File: config.mk
export PLATFORM = sky130hd
export DESIGN_NAME = iir_filter_transposed_df2_flat
export DESIGN_NICKNAME = d
export VERILOG_FILES = /design/src/iir_tdf2_pkg.sv /design/src/iir_req_if.sv /design/src/iir_rsp_if.sv /design/src/iir_filter_transposed_df2.sv /design/src/flat_wrapper.sv
export SDC_FILE = /design/constraint.sdc
export NUM_CORES = 2
export LEC_CHECK = 0
export BUFFER_PORTS_ARGS = -buffer_cell sky130_fd_sc_hd__buf_4
export CAP_MARGIN = 20
export CORE_UTILIZATION = 60
export CTS_CLUSTER_DIAMETER = 30
export CTS_CLUSTER_SIZE = 40
export DETAILED_ROUTE_END_ITERATION = 10
export GPL_TIMING_DRIVEN = 0
export PLACE_DENSITY_LB_ADDON = 0.25
export RECOVER_POWER = 50
export REMOVE_ABC_BUFFERS = 1
export SLEW_MARGIN = 20
export SYNTH_ARGS = -nofsm -noshare
export SYNTH_HDL_FRONTEND = slang
export SYNTH_SLANG_ARGS = --single-unit
File: constraint.sdc
create_clock -name clk -period 11.3 [get_ports clk]
set_input_delay 2.26 -clock clk [delete_from_list [all_inputs] [get_ports clk]]
set_output_delay 2.26 -clock clk [all_outputs]
set_load 0.05 [all_outputs]
File: src/iir_tdf2_pkg.sv
// Shared types and constants for the transposed direct form II IIR filter.
package iir_tdf2_pkg;

	localparam int REQ_TYPE_W = 2;
	localparam int CHANNEL_W  = 2;
	localparam int SAMPLE_W   = 16;
	localparam int COEF_IDX_W = 4;
	localparam int COEF_W     = 24;
	localparam int GAIN_W     = 16;

	// y and z are Q10.30
	localparam int Z_W     = 40;
	localparam int YLO_W   = 20;
	localparam int MUL_B_W = YLO_W + 1;
	localparam int PROD_W  = COEF_W + MUL_B_W;
	localparam int ACC_W   = 46;
	localparam int GACC_W  = 58;

	localparam logic signed [COEF_W-1:0]   COEF_ONE   = 24'sh100000;
	localparam logic [GAIN_W-1:0]          GAIN_RESET = 16'd4096;
	localparam logic signed [Z_W-1:0]      Z_MAX      = 40'sh7F_FFFF_FFFF;
	localparam logic signed [Z_W-1:0]      Z_MIN      = 40'sh80_0000_0000;
	localparam logic signed [SAMPLE_W-1:0] OUT_MAX    = 16'sh7FFF;
	localparam logic signed [SAMPLE_W-1:0] OUT_MIN    = 16'sh8000;

	typedef enum logic [REQ_TYPE_W-1:0] {
		REQ_SAMPLE = 2'd0,
		REQ_NUM    = 2'd1,
		REQ_DEN    = 2'd2
	} req_type_t;

	typedef enum logic [3:0] {
		ST_CLEAR,
		ST_IDLE,
		ST_FETCH,
		ST_BX,
		ST_ALO,
		ST_AHI,
		ST_WB,
		ST_G1,
		ST_G2,
		ST_G3
	} state_t;

	// saturate an accumulator value to the signed 40-bit range of y and z
	function automatic logic signed [Z_W-1:0] sat_z(input logic signed [ACC_W-1:0] v);
		logic [ACC_W-Z_W:0] hi;
		hi = v[ACC_W-1:Z_W-1];
		if ((&hi) || (~|hi))
			sat_z = v[Z_W-1:0];
		else if (v[ACC_W-1])
			sat_z = Z_MIN;
		else
			sat_z = Z_MAX;
	endfunction

endpackage

File: src/iir_req_if.sv
// Request channel: samples and coefficient writes.
interface iir_req_if;
	logic                                      valid;
	logic                                      ready;
	logic [iir_tdf2_pkg::REQ_TYPE_W-1:0]       req_type;
	logic [iir_tdf2_pkg::CHANNEL_W-1:0]        channel;
	logic signed [iir_tdf2_pkg::SAMPLE_W-1:0]  sample_in;
	logic [iir_tdf2_pkg::COEF_IDX_W-1:0]       coef_index;
	logic signed [iir_tdf2_pkg::COEF_W-1:0]    coef_value;

	modport source (
		output valid, req_type, channel, sample_in, coef_index, coef_value,
		input  ready
	);
	modport sink (
		input  valid, req_type, channel, sample_in, coef_index, coef_value,
		output ready
	);
endinterface

File: src/iir_rsp_if.sv
// Response channel: filtered samples.
interface iir_rsp_if;
	logic                                      valid;
	logic                                      ready;
	logic [iir_tdf2_pkg::CHANNEL_W-1:0]        channel_out;
	logic signed [iir_tdf2_pkg::SAMPLE_W-1:0]  sample_out;
	logic                                      saturated;

	modport source (
		output valid, channel_out, sample_out, saturated,
		input  ready
	);
	modport sink (
		input  valid, channel_out, sample_out, saturated,
		output ready
	);
endinterface

File: src/iir_filter_transposed_df2.sv
// Multi-channel transposed direct form II IIR filter around one shared multiplier.
//
// Channel  | Direction | Handshake        | Carries
// ---------+-----------+------------------+--------------------------------------------
// req      | in        | valid/ready      | sample or numerator/denominator coefficient
// rsp      | out       | valid/ready      | channel, gained and saturated sample
// cfg      | in        | cfg_wr_en        | output gain, Q4.12
//
// A sample transaction occupies the block from ST_FETCH through ST_G3, with req.ready low:
// the 24x21 multiplier is used three times per tap (b*x and both halves of a*y), plus
// y and two gain products. The next request is taken only once the block is back in ST_IDLE.
// Coefficient transactions leave the block in ST_IDLE, ready for the next request. After
// reset a clear sweep of the delay lines and coefficient memories holds req.ready low.
// The result register lets the next sample start; only the final step waits on rsp.ready.
module iir_filter_transposed_df2 #(
	parameter int FILTER_ORDER = 8,
	parameter int CHANNELS     = 4
) (
	input  logic                              clk,
	input  logic                              arst_n,
	input  logic                              cfg_wr_en,
	input  logic [iir_tdf2_pkg::GAIN_W-1:0]   cfg_wr_data,
	iir_req_if.sink                           req,
	iir_rsp_if.source                         rsp
);
	import iir_tdf2_pkg::*;

	localparam int NUM_N  = FILTER_ORDER + 1;
	localparam int NUM_AW = $clog2(NUM_N);
	localparam int DEN_AW = (FILTER_ORDER > 1) ? $clog2(FILTER_ORDER) : 1;
	localparam int DL_N   = CHANNELS * FILTER_ORDER;
	localparam int DL_AW  = (DL_N > 1) ? $clog2(DL_N) : 1;
	localparam int CLR_N  = (DL_N > NUM_N) ? DL_N : NUM_N;
	localparam int CLR_W  = $clog2(CLR_N);
	localparam int TAP_W  = NUM_AW + 1;

	localparam logic signed [PROD_W-1:0] RND5  = PROD_W'(16);
	localparam logic signed [PROD_W-1:0] RND20 = PROD_W'(524288);
	localparam logic signed [GACC_W-1:0] RND27 = GACC_W'(67108864);

	// storage
	logic signed [COEF_W-1:0] num_mem [NUM_N];
	logic signed [COEF_W-1:0] den_mem [FILTER_ORDER];
	logic signed [Z_W-1:0]    dl_mem  [DL_N];

	// control
	state_t               state_q, state_d;
	logic [TAP_W-1:0]     t_q;
	logic [CLR_W-1:0]     clr_q;
	logic [GAIN_W-1:0]    gain_q;
	logic                 rsp_valid_q;

	// datapath
	logic signed [SAMPLE_W-1:0] x_q;
	logic [CHANNEL_W-1:0]       ch_q;
	logic [DL_AW-1:0]           base_q;
	logic signed [Z_W-1:0]      y_q;
	logic signed [ACC_W-1:0]    acc_q;
	logic signed [PROD_W-1:0]   prod_q;
	logic signed [COEF_W-1:0]   num_rd_q;
	logic signed [COEF_W-1:0]   den_rd_q;
	logic signed [Z_W-1:0]      dl_rd_q;
	logic                       z_ok_q;
	logic [CHANNEL_W-1:0]       rsp_ch_q;
	logic signed [SAMPLE_W-1:0] rsp_sample_q;
	logic                       rsp_sat_q;

	logic                       accept, start, t_zero, t_last, clr_done, out_free, g3_fire;
	logic                       fetch_adv, tap_inc;
	logic [TAP_W-1:0]           f_idx, f_dec;
	logic [NUM_AW-1:0]          num_ra;
	logic [DEN_AW-1:0]          den_ra;
	logic [DL_AW-1:0]           dl_ra, dl_wa;
	logic                       clr_num_we, clr_den_we, num_we, den_we, dl_we;
	logic signed [Z_W-1:0]      dl_wd;
	logic signed [COEF_W-1:0]   mul_a;
	logic signed [MUL_B_W-1:0]  mul_b, x_ext, ylo_ext, yhi_ext;
	logic signed [PROD_W-1:0]   mul_p, p_r5, p_r20, r5, r20;
	logic signed [ACC_W-1:0]    r5_ext, r20_ext, z_ext, prod_ext, alo_sum;
	logic signed [GACC_W-1:0]   g_sum, g_out;
	logic [GACC_W-SAMPLE_W:0]   g_hi;
	logic                       g_sat;
	logic signed [SAMPLE_W-1:0] g_val;

	assign accept   = req.valid && req.ready;
	assign start    = accept && (req.req_type == REQ_SAMPLE) && (32'(req.channel) < CHANNELS);
	assign t_zero   = (t_q == '0);
	assign t_last   = (t_q == TAP_W'(FILTER_ORDER));
	assign clr_done = (clr_q == CLR_W'(CLR_N - 1));
	assign out_free = !rsp_valid_q || rsp.ready;
	assign g3_fire  = (state_q == ST_G3) && out_free;
	assign tap_inc  = ((state_q == ST_ALO) && t_zero) || ((state_q == ST_WB) && !t_last);

	// next state
	always_comb begin
		state_d = state_q;
		unique case (state_q)
			ST_CLEAR: if (clr_done) state_d = ST_IDLE;
			ST_IDLE:  if (start) state_d = ST_FETCH;
			ST_FETCH: state_d = ST_BX;
			ST_BX:    state_d = ST_ALO;
			ST_ALO:   state_d = t_zero ? ST_BX : ST_AHI;
			ST_AHI:   state_d = ST_WB;
			ST_WB:    state_d = t_last ? ST_G1 : ST_BX;
			ST_G1:    state_d = ST_G2;
			ST_G2:    state_d = ST_G3;
			ST_G3:    if (out_free) state_d = ST_IDLE;
			default:  state_d = ST_CLEAR;
		endcase
	end

	assign x_ext   = $signed({{(MUL_B_W-SAMPLE_W){x_q[SAMPLE_W-1]}}, x_q});
	assign ylo_ext = $signed({1'b0, y_q[YLO_W-1:0]});
	assign yhi_ext = $signed({y_q[Z_W-1], y_q[Z_W-1:YLO_W]});

	// state decode: multiplier operands and fetch pointer
	always_comb begin
		mul_a     = den_rd_q;
		mul_b     = ylo_ext;
		fetch_adv = 1'b0;
		unique case (state_q)
			ST_BX: begin
				mul_a = num_rd_q;
				mul_b = x_ext;
			end
			ST_ALO: fetch_adv = t_zero;
			ST_AHI: begin
				mul_b     = yhi_ext;
				fetch_adv = 1'b1;
			end
			ST_WB: fetch_adv = 1'b1;
			ST_G1: mul_a = $signed({{(COEF_W-GAIN_W){1'b0}}, gain_q});
			// G3 repeats the high gain product so a stalled result keeps its value
			ST_G2, ST_G3: begin
				mul_a = $signed({{(COEF_W-GAIN_W){1'b0}}, gain_q});
				mul_b = yhi_ext;
			end
			default: ;
		endcase
	end

	assign mul_p = mul_a * mul_b;

	// read pointers, clamped where the fetch runs past the end
	assign f_idx  = fetch_adv ? t_q + TAP_W'(1) : t_q;
	assign f_dec  = f_idx - TAP_W'(1);
	assign num_ra = (f_idx <= TAP_W'(FILTER_ORDER)) ? f_idx[NUM_AW-1:0] : NUM_AW'(FILTER_ORDER);
	assign den_ra = ((f_idx != '0) && (f_idx <= TAP_W'(FILTER_ORDER))) ?
		f_dec[DEN_AW-1:0] : '0;
	assign dl_ra  = (f_idx < TAP_W'(FILTER_ORDER)) ? base_q + DL_AW'(f_idx) : base_q;
	assign dl_wa  = base_q + DL_AW'(t_q - TAP_W'(1));

	// rounding of products back to Q.30
	assign p_r5     = prod_q + RND5;
	assign r5       = p_r5 >>> 5;
	assign p_r20    = prod_q + RND20;
	assign r20      = p_r20 >>> 20;
	assign r5_ext   = $signed({{(ACC_W-PROD_W){r5[PROD_W-1]}}, r5});
	assign r20_ext  = $signed({{(ACC_W-PROD_W){r20[PROD_W-1]}}, r20});
	assign prod_ext = $signed({{(ACC_W-PROD_W){prod_q[PROD_W-1]}}, prod_q});
	assign z_ext    = z_ok_q ? $signed({{(ACC_W-Z_W){dl_rd_q[Z_W-1]}}, dl_rd_q}) : '0;
	assign alo_sum  = r5_ext + z_ext;

	// gain: y*g = (yhi*g << 20) + ylo*g, rounded to Q.15
	assign g_sum = $signed({prod_q[GACC_W-YLO_W-1:0], {YLO_W{1'b0}}})
		+ $signed({{(GACC_W-ACC_W){acc_q[ACC_W-1]}}, acc_q}) + RND27;
	assign g_out = g_sum >>> 27;
	assign g_hi  = g_out[GACC_W-1:SAMPLE_W-1];
	assign g_sat = !((&g_hi) || (~|g_hi));
	assign g_val = g_sat ? (g_out[GACC_W-1] ? OUT_MIN : OUT_MAX) : g_out[SAMPLE_W-1:0];

	// memory write controls
	assign clr_num_we = (state_q == ST_CLEAR) && (32'(clr_q) < NUM_N);
	assign clr_den_we = (state_q == ST_CLEAR) && (32'(clr_q) < FILTER_ORDER);
	assign num_we     = accept && (req.req_type == REQ_NUM) &&
		(32'(req.coef_index) <= FILTER_ORDER);
	assign den_we     = accept && (req.req_type == REQ_DEN) && (req.coef_index != '0) &&
		(32'(req.coef_index) <= FILTER_ORDER);
	assign dl_we      = (state_q == ST_CLEAR) || (state_q == ST_WB);
	assign dl_wd      = (state_q == ST_CLEAR) ? '0 : sat_z(acc_q - prod_ext);

	always_ff @(posedge clk or negedge arst_n) begin
		if (!arst_n) begin
			state_q     <= ST_CLEAR;
			t_q         <= '0;
			clr_q       <= '0;
			gain_q      <= GAIN_RESET;
			rsp_valid_q <= 1'b0;
		end else begin
			state_q <= state_d;
			if (state_q == ST_CLEAR && !clr_done)
				clr_q <= clr_q + CLR_W'(1);
			if (start)
				t_q <= '0;
			else if (tap_inc)
				t_q <= t_q + TAP_W'(1);
			if (cfg_wr_en)
				gain_q <= cfg_wr_data;
			if (g3_fire)
				rsp_valid_q <= 1'b1;
			else if (rsp.ready)
				rsp_valid_q <= 1'b0;
		end
	end

	always_ff @(posedge clk) begin
		if (start) begin
			x_q    <= req.sample_in;
			ch_q   <= req.channel;
			base_q <= DL_AW'(32'(req.channel) * FILTER_ORDER);
		end
		prod_q <= mul_p;
		z_ok_q <= (f_idx < TAP_W'(FILTER_ORDER));
		unique case (state_q)
			ST_ALO: begin
				if (t_zero)
					y_q <= sat_z(alo_sum);
				acc_q <= alo_sum;
			end
			ST_AHI: acc_q <= acc_q - r20_ext;
			ST_G2:  acc_q <= prod_ext;
			default: ;
		endcase
		if (g3_fire) begin
			rsp_ch_q     <= ch_q;
			rsp_sample_q <= g_val;
			rsp_sat_q    <= g_sat;
		end
	end

	always_ff @(posedge clk) begin
		if (clr_num_we)
			num_mem[clr_q[NUM_AW-1:0]] <= (clr_q == '0) ? COEF_ONE : '0;
		else if (num_we)
			num_mem[NUM_AW'(req.coef_index)] <= req.coef_value;
		num_rd_q <= num_mem[num_ra];
	end

	always_ff @(posedge clk) begin
		if (clr_den_we)
			den_mem[clr_q[DEN_AW-1:0]] <= '0;
		else if (den_we)
			den_mem[DEN_AW'(req.coef_index - COEF_IDX_W'(1))] <= req.coef_value;
		den_rd_q <= den_mem[den_ra];
	end

	always_ff @(posedge clk) begin
		if (dl_we)
			dl_mem[(state_q == ST_CLEAR) ? clr_q[DL_AW-1:0] : dl_wa] <= dl_wd;
		dl_rd_q <= dl_mem[dl_ra];
	end

	assign req.ready       = (state_q == ST_IDLE);
	assign rsp.valid       = rsp_valid_q;
	assign rsp.channel_out = rsp_ch_q;
	assign rsp.sample_out  = rsp_sample_q;
	assign rsp.saturated   = rsp_sat_q;

endmodule

File: src/flat_wrapper.sv
// flat-port wrapper written by rule: the top's interface ports become plain ports
module iir_filter_transposed_df2_flat import iir_tdf2_pkg::*;
#(
	parameter int FILTER_ORDER = 8,
	parameter int CHANNELS     = 4
)
  (clk, arst_n, cfg_wr_en, cfg_wr_data, req_valid, req_req_type, req_channel, req_sample_in, req_coef_index, req_coef_value, req_ready, rsp_valid, rsp_channel_out, rsp_sample_out, rsp_saturated, rsp_ready);
  iir_req_if req_i ();
  iir_rsp_if rsp_i ();
  input  logic clk;
  input  logic arst_n;
  input  logic cfg_wr_en;
  input  logic [iir_tdf2_pkg::GAIN_W-1:0] cfg_wr_data;
  input wire logic [$bits(req_i.valid)-1:0] req_valid;
  input wire logic [$bits(req_i.req_type)-1:0] req_req_type;
  input wire logic [$bits(req_i.channel)-1:0] req_channel;
  input wire logic [$bits(req_i.sample_in)-1:0] req_sample_in;
  input wire logic [$bits(req_i.coef_index)-1:0] req_coef_index;
  input wire logic [$bits(req_i.coef_value)-1:0] req_coef_value;
  output wire logic [$bits(req_i.ready)-1:0] req_ready;
  output wire logic [$bits(rsp_i.valid)-1:0] rsp_valid;
  output wire logic [$bits(rsp_i.channel_out)-1:0] rsp_channel_out;
  output wire logic [$bits(rsp_i.sample_out)-1:0] rsp_sample_out;
  output wire logic [$bits(rsp_i.saturated)-1:0] rsp_saturated;
  input wire logic [$bits(rsp_i.ready)-1:0] rsp_ready;
  assign req_i.valid = req_valid;
  assign req_i.req_type = req_req_type;
  assign req_i.channel = req_channel;
  assign req_i.sample_in = req_sample_in;
  assign req_i.coef_index = req_coef_index;
  assign req_i.coef_value = req_coef_value;
  assign req_ready = req_i.ready;
  assign rsp_valid = rsp_i.valid;
  assign rsp_channel_out = rsp_i.channel_out;
  assign rsp_sample_out = rsp_i.sample_out;
  assign rsp_saturated = rsp_i.saturated;
  assign rsp_i.ready = rsp_ready;
  iir_filter_transposed_df2 #(.FILTER_ORDER(FILTER_ORDER), .CHANNELS(CHANNELS)) u_core (.clk(clk), .arst_n(arst_n), .cfg_wr_en(cfg_wr_en), .cfg_wr_data(cfg_wr_data), .req(req_i), .rsp(rsp_i));
endmodule
== Yosys cells after proc, flatten, opt, wreduce, memory -nomap -nowiden ==
Memories as Yosys holds them, arrays and structs flattened. A register that Yosys moved wholly into a read port is not among the register bits.
Index checks and enable logic that the tools add are counted.
W data, S select, Z words.
Storage, ports and cells
  logic and storage cells: 148
  RAM bits: 1688
  input bits: 69
  memories kept: 3
  bits in registers: 200
Operators by class
  multiplexer cells: 46
  eq/ne operators: 16
  multiply operators: 1
  order comparisons: 5
  reduce and logical (&&, ||, !) cells: 49
  $add $sub $neg: 14
Memory list
  u_core.dl_mem: words 32, width 40, read ports 1, clocked after Yosys merged registers in 1, write ports 1, RTL line iir_filter_transposed_df2.sv:44  | logic signed [Z_W-1:0] dl_mem [DL_N];
  u_core.num_mem: words 9, width 24, read ports 1, clocked after Yosys merged registers in 1, write ports 1, RTL line iir_filter_transposed_df2.sv:42  | logic signed [COEF_W-1:0] num_mem [NUM_N];
  u_core.den_mem: words 8, width 24, read ports 1, clocked after Yosys merged registers in 1, write ports 1, RTL line iir_filter_transposed_df2.sv:43  | logic signed [COEF_W-1:0] den_mem [FILTER_ORDER];
Operator list (number)
  $mux W40: 5
  $pmux W46 S3: 1
  $add A58 B28 Y58 const B: 1
  $add A58 B46 Y58: 1
  $mux W24: 2
  $pmux W24 S2: 1
  $reduce_or A24 Y1: 2
  $add A40 B46 Y46: 1
  $mux W46: 1
  $sub A46 B25 Y46: 1
  $sub A46 B45 Y46: 1
  $add A45 B21 Y45 const B: 1
  $add A45 B6 Y45 const B: 1
  $mul A24 B21 Y45: 1
  $pmux W21 S2: 1
  $pmux W4 S10: 1
  $mux W16: 2
  $mux W5: 5
  $mux W21: 1
  $mux W4: 5
  $eq A4 B3 Y1 const B: 4
  $mux W1: 16
  $reduce_and A16 Y1: 1
  $reduce_or A16 Y1: 1
  other kinds (34): 74

== Longest topological paths before layout ==
  depth in word-level cells: 10
  depth in mapped cells: 34
  mapped depth without buffers: 32

== Least setup slack after synthesis ==
Ideal clock, no wire load.
  path type: register to register
  start: register u_core.state_q[0]
  end: register u_core.prod_q[39]
  path slack: 2.689 ns
  clock period less this slack: 8.611 ns
  data arrival time: 8.539 ns
  required time: 11.228 ns
  stages on the path, launching flop included: 32
  cells stage by stage: dfrtp_1 clkbuf_1 nand2_1 nor3_1 nor2_1 clkbuf_1 clkbuf_1 a221oi_1 nor2_1 fa_1 fa_1 inv_1 fa_1 inv_1 fa_1 fa_1 fa_1 inv_1 fa_1 inv_1 ha_1 a21o_1 a21o_1 a211oi_1 o221ai_1 a31o_2 a41oi_1 o31ai_1 a21o_1 a21o_1 a21boi_0 xnor2_1
Between the ends
  word-level cells in the longest chain between the ends: 4
  elaborated cells between the ends (all ways): 10
  classes of those cells: mul (1); eq/ne (5); mux (2); reduce/logical (2)
RTL lines
  start: declaration: RTL line iir_filter_transposed_df2.sv:47  | state_t state_q, state_d;
  start signal: assignment: RTL line iir_filter_transposed_df2.sv:190  | state_q <= state_d;
  $eq A4 B3 Y1 / $eq A4 B4 Y1 (equally long branches): RTL line iir_filter_transposed_df2.sv:121  | unique case (state_q)
  $reduce_or A3 Y1 (no line)
  $pmux W24 S2 / $pmux W21 S2 (equally long branches): RTL line iir_filter_transposed_df2.sv:121
  $mul A24 B21 Y45 (*): RTL line iir_filter_transposed_df2.sv:142  | assign mul_p = mul_a * mul_b;
  net u_core.mul_p[39]: RTL line iir_filter_transposed_df2.sv:78  | logic signed [PROD_W-1:0] mul_p, p_r5, p_r20, r5, r20;
  end signal: assignment: RTL line iir_filter_transposed_df2.sv:212  | prod_q <= mul_p;
  end: declaration: RTL line iir_filter_transposed_df2.sv:59  | logic signed [PROD_W-1:0] prod_q;
The timed path passes the listed nets; every way through them passes the cells marked *.
A chain may end at the register's enable or synchronous reset.

== Worst setup path in the final report ==
  start: register u_core.state_q[0]
  end: register u_core.prod_q[42]
Same word-level chain as after synthesis.

==> impl_metrics.xml <==
<?xml version="1.0" encoding="UTF-8"?>
<metrics>
  <group name="run_status">
    <metric name="outcome" unit="">finished, violations left</metric>
    <metric name="failed_checks" unit="">capacitance limit, slew limit</metric>
  </group>
  <group name="timing">
    <metric name="drv_slew" unit="">1213</metric>
    <metric name="finClkSkew" unit="ns">0.114</metric>
    <metric name="hold_violations" unit="">0</metric>
    <metric name="slew_headroom" unit="%">-93.9</metric>
    <metric name="timing.hold.ws" unit="ns">0.405</metric>
    <metric name="layout_worst_path_cycle_share" unit="%">96.4</metric>
    <metric name="grt_setup_unrepaired" unit="">no</metric>
    <metric name="number_of_setup_violations_in_the_final_report" unit="">0</metric>
    <metric name="finalCriticalPeriod" unit="ns">10.89</metric>
    <metric name="setup_ws_final" unit="ns">0.412</metric>
    <metric name="fin_tns_setup" unit="ns">0</metric>
    <metric name="top_achievable_clock_speed" unit="MHz">91.8</metric>
    <metric name="slew_of_the_pin_with_the_lowest_slew_margin" unit="ns">2.91</metric>
  </group>
  <group name="detailed_routing">
    <metric name="vias_after_detailed_routing" unit="">78327</metric>
    <metric name="detailedRoute.firstIterationViolations" unit="">10799</metric>
    <metric name="drc" unit="">0</metric>
    <metric name="via_per_inst" unit="">6.63</metric>
    <metric name="postRouteAntennaNets" unit="">0</metric>
    <metric name="drt-pass1-iter-count" unit="">10</metric>
    <metric name="drt-wirelength-per-cell" unit="um">28.5</metric>
    <metric name="drt_wl_total" unit="um">336000</metric>
  </group>
  <group name="global_routing">
    <metric name="grt-ovfl-total" unit="">0</metric>
    <metric name="grt_pass1_wl" unit="um">495000</metric>
    <metric name="grt_antenna_before_repair" unit="">26</metric>
    <metric name="largest_net_degree_at_the_start_of_global_routing" unit="">116</metric>
    <metric name="first_global_vias" unit="">79717</metric>
    <metric name="global_route.usage.total" unit="%">37.4</metric>
  </group>
  <group name="place">
    <metric name="dp_slack" unit="ns">0.820</metric>
    <metric name="dp_hpwl" unit="um">223000</metric>
    <metric name="io_buffer_count" unit="">89</metric>
    <metric name="place_congestion" unit="">1.03</metric>
  </group>
  <group name="clock_tree">
    <metric name="postCtsResizedCells" unit="">0</metric>
    <metric name="cts_tree" unit="">built</metric>
    <metric name="insertion_delay" unit="ns">0.97</metric>
    <metric name="clock_tree.htree_level_count" unit="">5</metric>
    <metric name="numCtsBuffers" unit="">362</metric>
    <metric name="cts_hold_repair.buffers" unit="">0</metric>
    <metric name="postCtsSetupBuffers" unit="">0</metric>
    <metric name="path_clk_slew" unit="ns">0.05</metric>
    <metric name="cts.path.max_buffers" unit="">4</metric>
    <metric name="numClockSinks" unit="">1976</metric>
    <metric name="ctsRootBufferMaster" unit="">sky130_fd_sc_hd__clkbuf_16</metric>
  </group>
  <group name="hold_path">
    <metric name="timing.hold.worst.class" unit="">reg -&gt; reg</metric>
  </group>
  <group name="yosys">
    <metric name="synth_cell_type_count" unit="">91</metric>
    <metric name="yosys_most_used_dff" unit="">sky130_fd_sc_hd__edfxtp_1</metric>
    <metric name="synth.cell_area" unit="sq um">106000</metric>
    <metric name="synth.avg_cell_area" unit="sq um">11.8</metric>
    <metric name="register_bit_total_from_synthesis" unit="">1976</metric>
    <metric name="yosys_warnings" unit="">0</metric>
    <metric name="edff_count_synth" unit="">1811</metric>
    <metric name="postSynthCellCount" unit="">8948</metric>
    <metric name="synth-seq-area-share" unit="%">54.7</metric>
    <metric name="ys_async_sr_fraction" unit="%">1.57</metric>
  </group>
  <group name="final_layout">
    <metric name="layout-drive-gt1-share" unit="%">11.8</metric>
    <metric name="syn2layout_area_growth" unit="%">17.2</metric>
    <metric name="mostFrequentLayoutCells" unit="">sky130_fd_sc_hd__edfxtp_1 (1811), sky130_fd_sc_hd__nand2_1 (1550), sky130_fd_sc_hd__inv_1 (699), sky130_fd_sc_hd__a21oi_1 (543), sky130_fd_sc_hd__fa_1 (520)</metric>
    <metric name="layout_commonest_cell" unit="">sky130_fd_sc_hd__edfxtp_1</metric>
    <metric name="number_of_nets_in_the_layout" unit="">10107</metric>
  </group>
  <group name="worst_setup_path">
    <metric name="timing.setup.critical_path_class" unit="">reg -&gt; reg</metric>
    <metric name="crit_path_end_kind" unit="">register</metric>
    <metric name="critical_path.startpoint_type" unit="">register</metric>
    <metric name="crit_arrival" unit="ns">11.60</metric>
    <metric name="critical_path_required" unit="ns">12.01</metric>
    <metric name="path_max_fanout" unit="">30</metric>
  </group>
  <group name="floorplanning">
    <metric name="num_rows" unit="">153</metric>
    <metric name="initial_utilization" unit="%">60.6</metric>
    <metric name="io_pins" unit="">90</metric>
    <metric name="design.die.area" unit="sq um">178000</metric>
    <metric name="die_w" unit="um">422</metric>
    <metric name="fp.coreArea" unit="sq um">174000</metric>
    <metric name="die_height" unit="um">422</metric>
  </group>
  <group name="job">
    <metric name="drv_cap" unit="">77</metric>
  </group>
</metrics>
metrics by stage:
step	std cells	instance area [sq um]	util [%]
after floorplan	8454	104000	-
after global placement	10868	107000	61.5
after detailed placement	11143	114000	65.2
after CTS	11792	125000	71.9
after global routing	11797	124000	71.0
final	11807	124000	71.0
cell usage after synthesis (all sizes together), types with 9 or more instances:
library cell / instances / area share, %
mux2i: 59 / 0.56
or2: 11 / 0.067
nand4: 37 / 0.22
o211ai: 44 / 0.31
fa: 520 / 9.9
a311oi: 121 / 1.0
and2: 109 / 0.65
ha: 334 / 4.0
nor2b: 19 / 0.11
xor2: 96 / 0.80
mux2: 44 / 0.47
a211o: 11 / 0.099
xnor2: 179 / 1.5
a221o: 32 / 0.30
o22ai: 46 / 0.27
o21ai: 413 / 2.0
nand3: 59 / 0.28
inv: 701 / 2.5
nor3b: 9 / 0.064
and4: 10 / 0.083
o31ai: 13 / 0.092
edfxtp: 1811 / 51
a22oi: 18 / 0.13
o221ai: 47 / 0.39
buf: 114 / 0.55
a31o: 10 / 0.083
a21oi: 550 / 2.6
and3: 218 / 1.3
clkbuf: 380 / 1.3
a222oi: 40 / 0.38
mux4: 104 / 2.2
dfxtp: 134 / 2.5
a211oi: 30 / 0.22
a221oi: 38 / 0.31
or3: 9 / 0.053
a21o: 114 / 0.81
nor2: 502 / 1.8
nand2: 1557 / 5.5
nor4: 41 / 0.24
nand2b: 38 / 0.22
o21a: 32 / 0.23
nor3: 89 / 0.42
o21bai: 23 / 0.16
a31oi: 71 / 0.42
dfrtp: 30 / 0.71
worst max-delay path, stage by stage (launching register included):
cell and delay [ns]:
sky130_fd_sc_hd__dfrtp_1 0.68, sky130_fd_sc_hd__and2_2 0.62, sky130_fd_sc_hd__and3_1 0.46, sky130_fd_sc_hd__a21oi_4 0.66
sky130_fd_sc_hd__clkinv_1 0.66, sky130_fd_sc_hd__a21oi_2 0.59, sky130_fd_sc_hd__buf_6 0.25, sky130_fd_sc_hd__nor2_1 0.08
sky130_fd_sc_hd__fa_1 0.48, sky130_fd_sc_hd__fa_1 0.52, sky130_fd_sc_hd__fa_1 0.43, sky130_fd_sc_hd__fa_1 0.53
sky130_fd_sc_hd__fa_1 0.43, sky130_fd_sc_hd__fa_1 0.51, sky130_fd_sc_hd__inv_1 0.09, sky130_fd_sc_hd__fa_1 0.49
sky130_fd_sc_hd__inv_1 0.04, sky130_fd_sc_hd__ha_1 0.35, sky130_fd_sc_hd__and4_1 0.27, sky130_fd_sc_hd__nand2_1 0.11
sky130_fd_sc_hd__a21oi_1 0.22, sky130_fd_sc_hd__o31a_1 0.20, sky130_fd_sc_hd__o211ai_1 0.15, sky130_fd_sc_hd__a2111oi_0 0.57
sky130_fd_sc_hd__o31a_1 0.28, sky130_fd_sc_hd__a21boi_0 0.20, sky130_fd_sc_hd__o21bai_1 0.20, sky130_fd_sc_hd__xor2_1 0.55
final cells by class:
cell class / count / area [sq um]
clock buffer: 429 / 9500
timing repair buffer: 366 / 4560
clock inverter: 220 / 2290
fill: 11001 / 50600
antenna: 13 / 32.5
sequential: 1976 / 57800
tap: 2325 / 2910
multi-input combinational: 5776 / 44000
inverter: 702 / 2650
final timing paths:
check	slack (ns)	startpoint	depth (start not counted)	end
min in group asynchronous	1.95	arst_n	1	u_core.t_q[4]
worst max-delay path	0.41	u_core.state_q[0]	27	u_core.prod_q[42]
worst max register to register	0.41	u_core.state_q[0]	27	u_core.prod_q[42]
max in group asynchronous	8.08	arst_n	1	u_core.rsp.valid
worst min-delay path	0.40	u_core.num_mem[8][16]	2	u_core.num_rd_q[16]
worst min register to register	0.40	u_core.num_mem[8][16]	2	u_core.num_rd_q[16]
metal layers:
metal	vias up	GRT usage [%]	share of wire, %
met1	38523	47.1	35
met3	1392	8.91	12
met4	12	22.9	6.9
li1	32492	-	-
met2	5908	59.0	46
met5	-	0	0.024
flip-flops by register name, indices dropped and copies added (netlist names):
signal                  flops
u_core.dl_mem            1280
u_core.num_mem            216
u_core.den_mem            192
u_core.acc_q               46
u_core.prod_q              45
u_core.dl_rd_q             40
u_core.y_q                 40
u_core.den_rd_q            24
u_core.num_rd_q            24
u_core.gain_q              16
u_core.rsp.sample_out      16
u_core.x_q                 16
u_core.clr_q                5
u_core.t_q                  5
u_core.state_q              4
u_core.ch_q                 2
u_core.rsp.channel_out      2
u_core.rsp.saturated        1
u_core.rsp.valid            1
u_core.z_ok_q               1
cells by family (layout without fill, tap and decap cells):
group                    after synthesis  in the layout  share of synthesized area [%]
AO/OA/AOI/OAI                       1715           1715                           10.3
XOR/XNOR                             275            275                           2.33
adder cells (fa/ha/maj)              854            854                           13.8
buffers and inverters               1196           1717                           4.40
flip-flops                          1976           1976                           54.7
multiplexers                         207            207                           3.24
other                                  0             13                              0
AND/OR/NAND/NOR                     2725           2725                           11.2
Power is not shown: default switching activity piles up to over one toggle a cycle in this logic, so the estimate is an artifact.
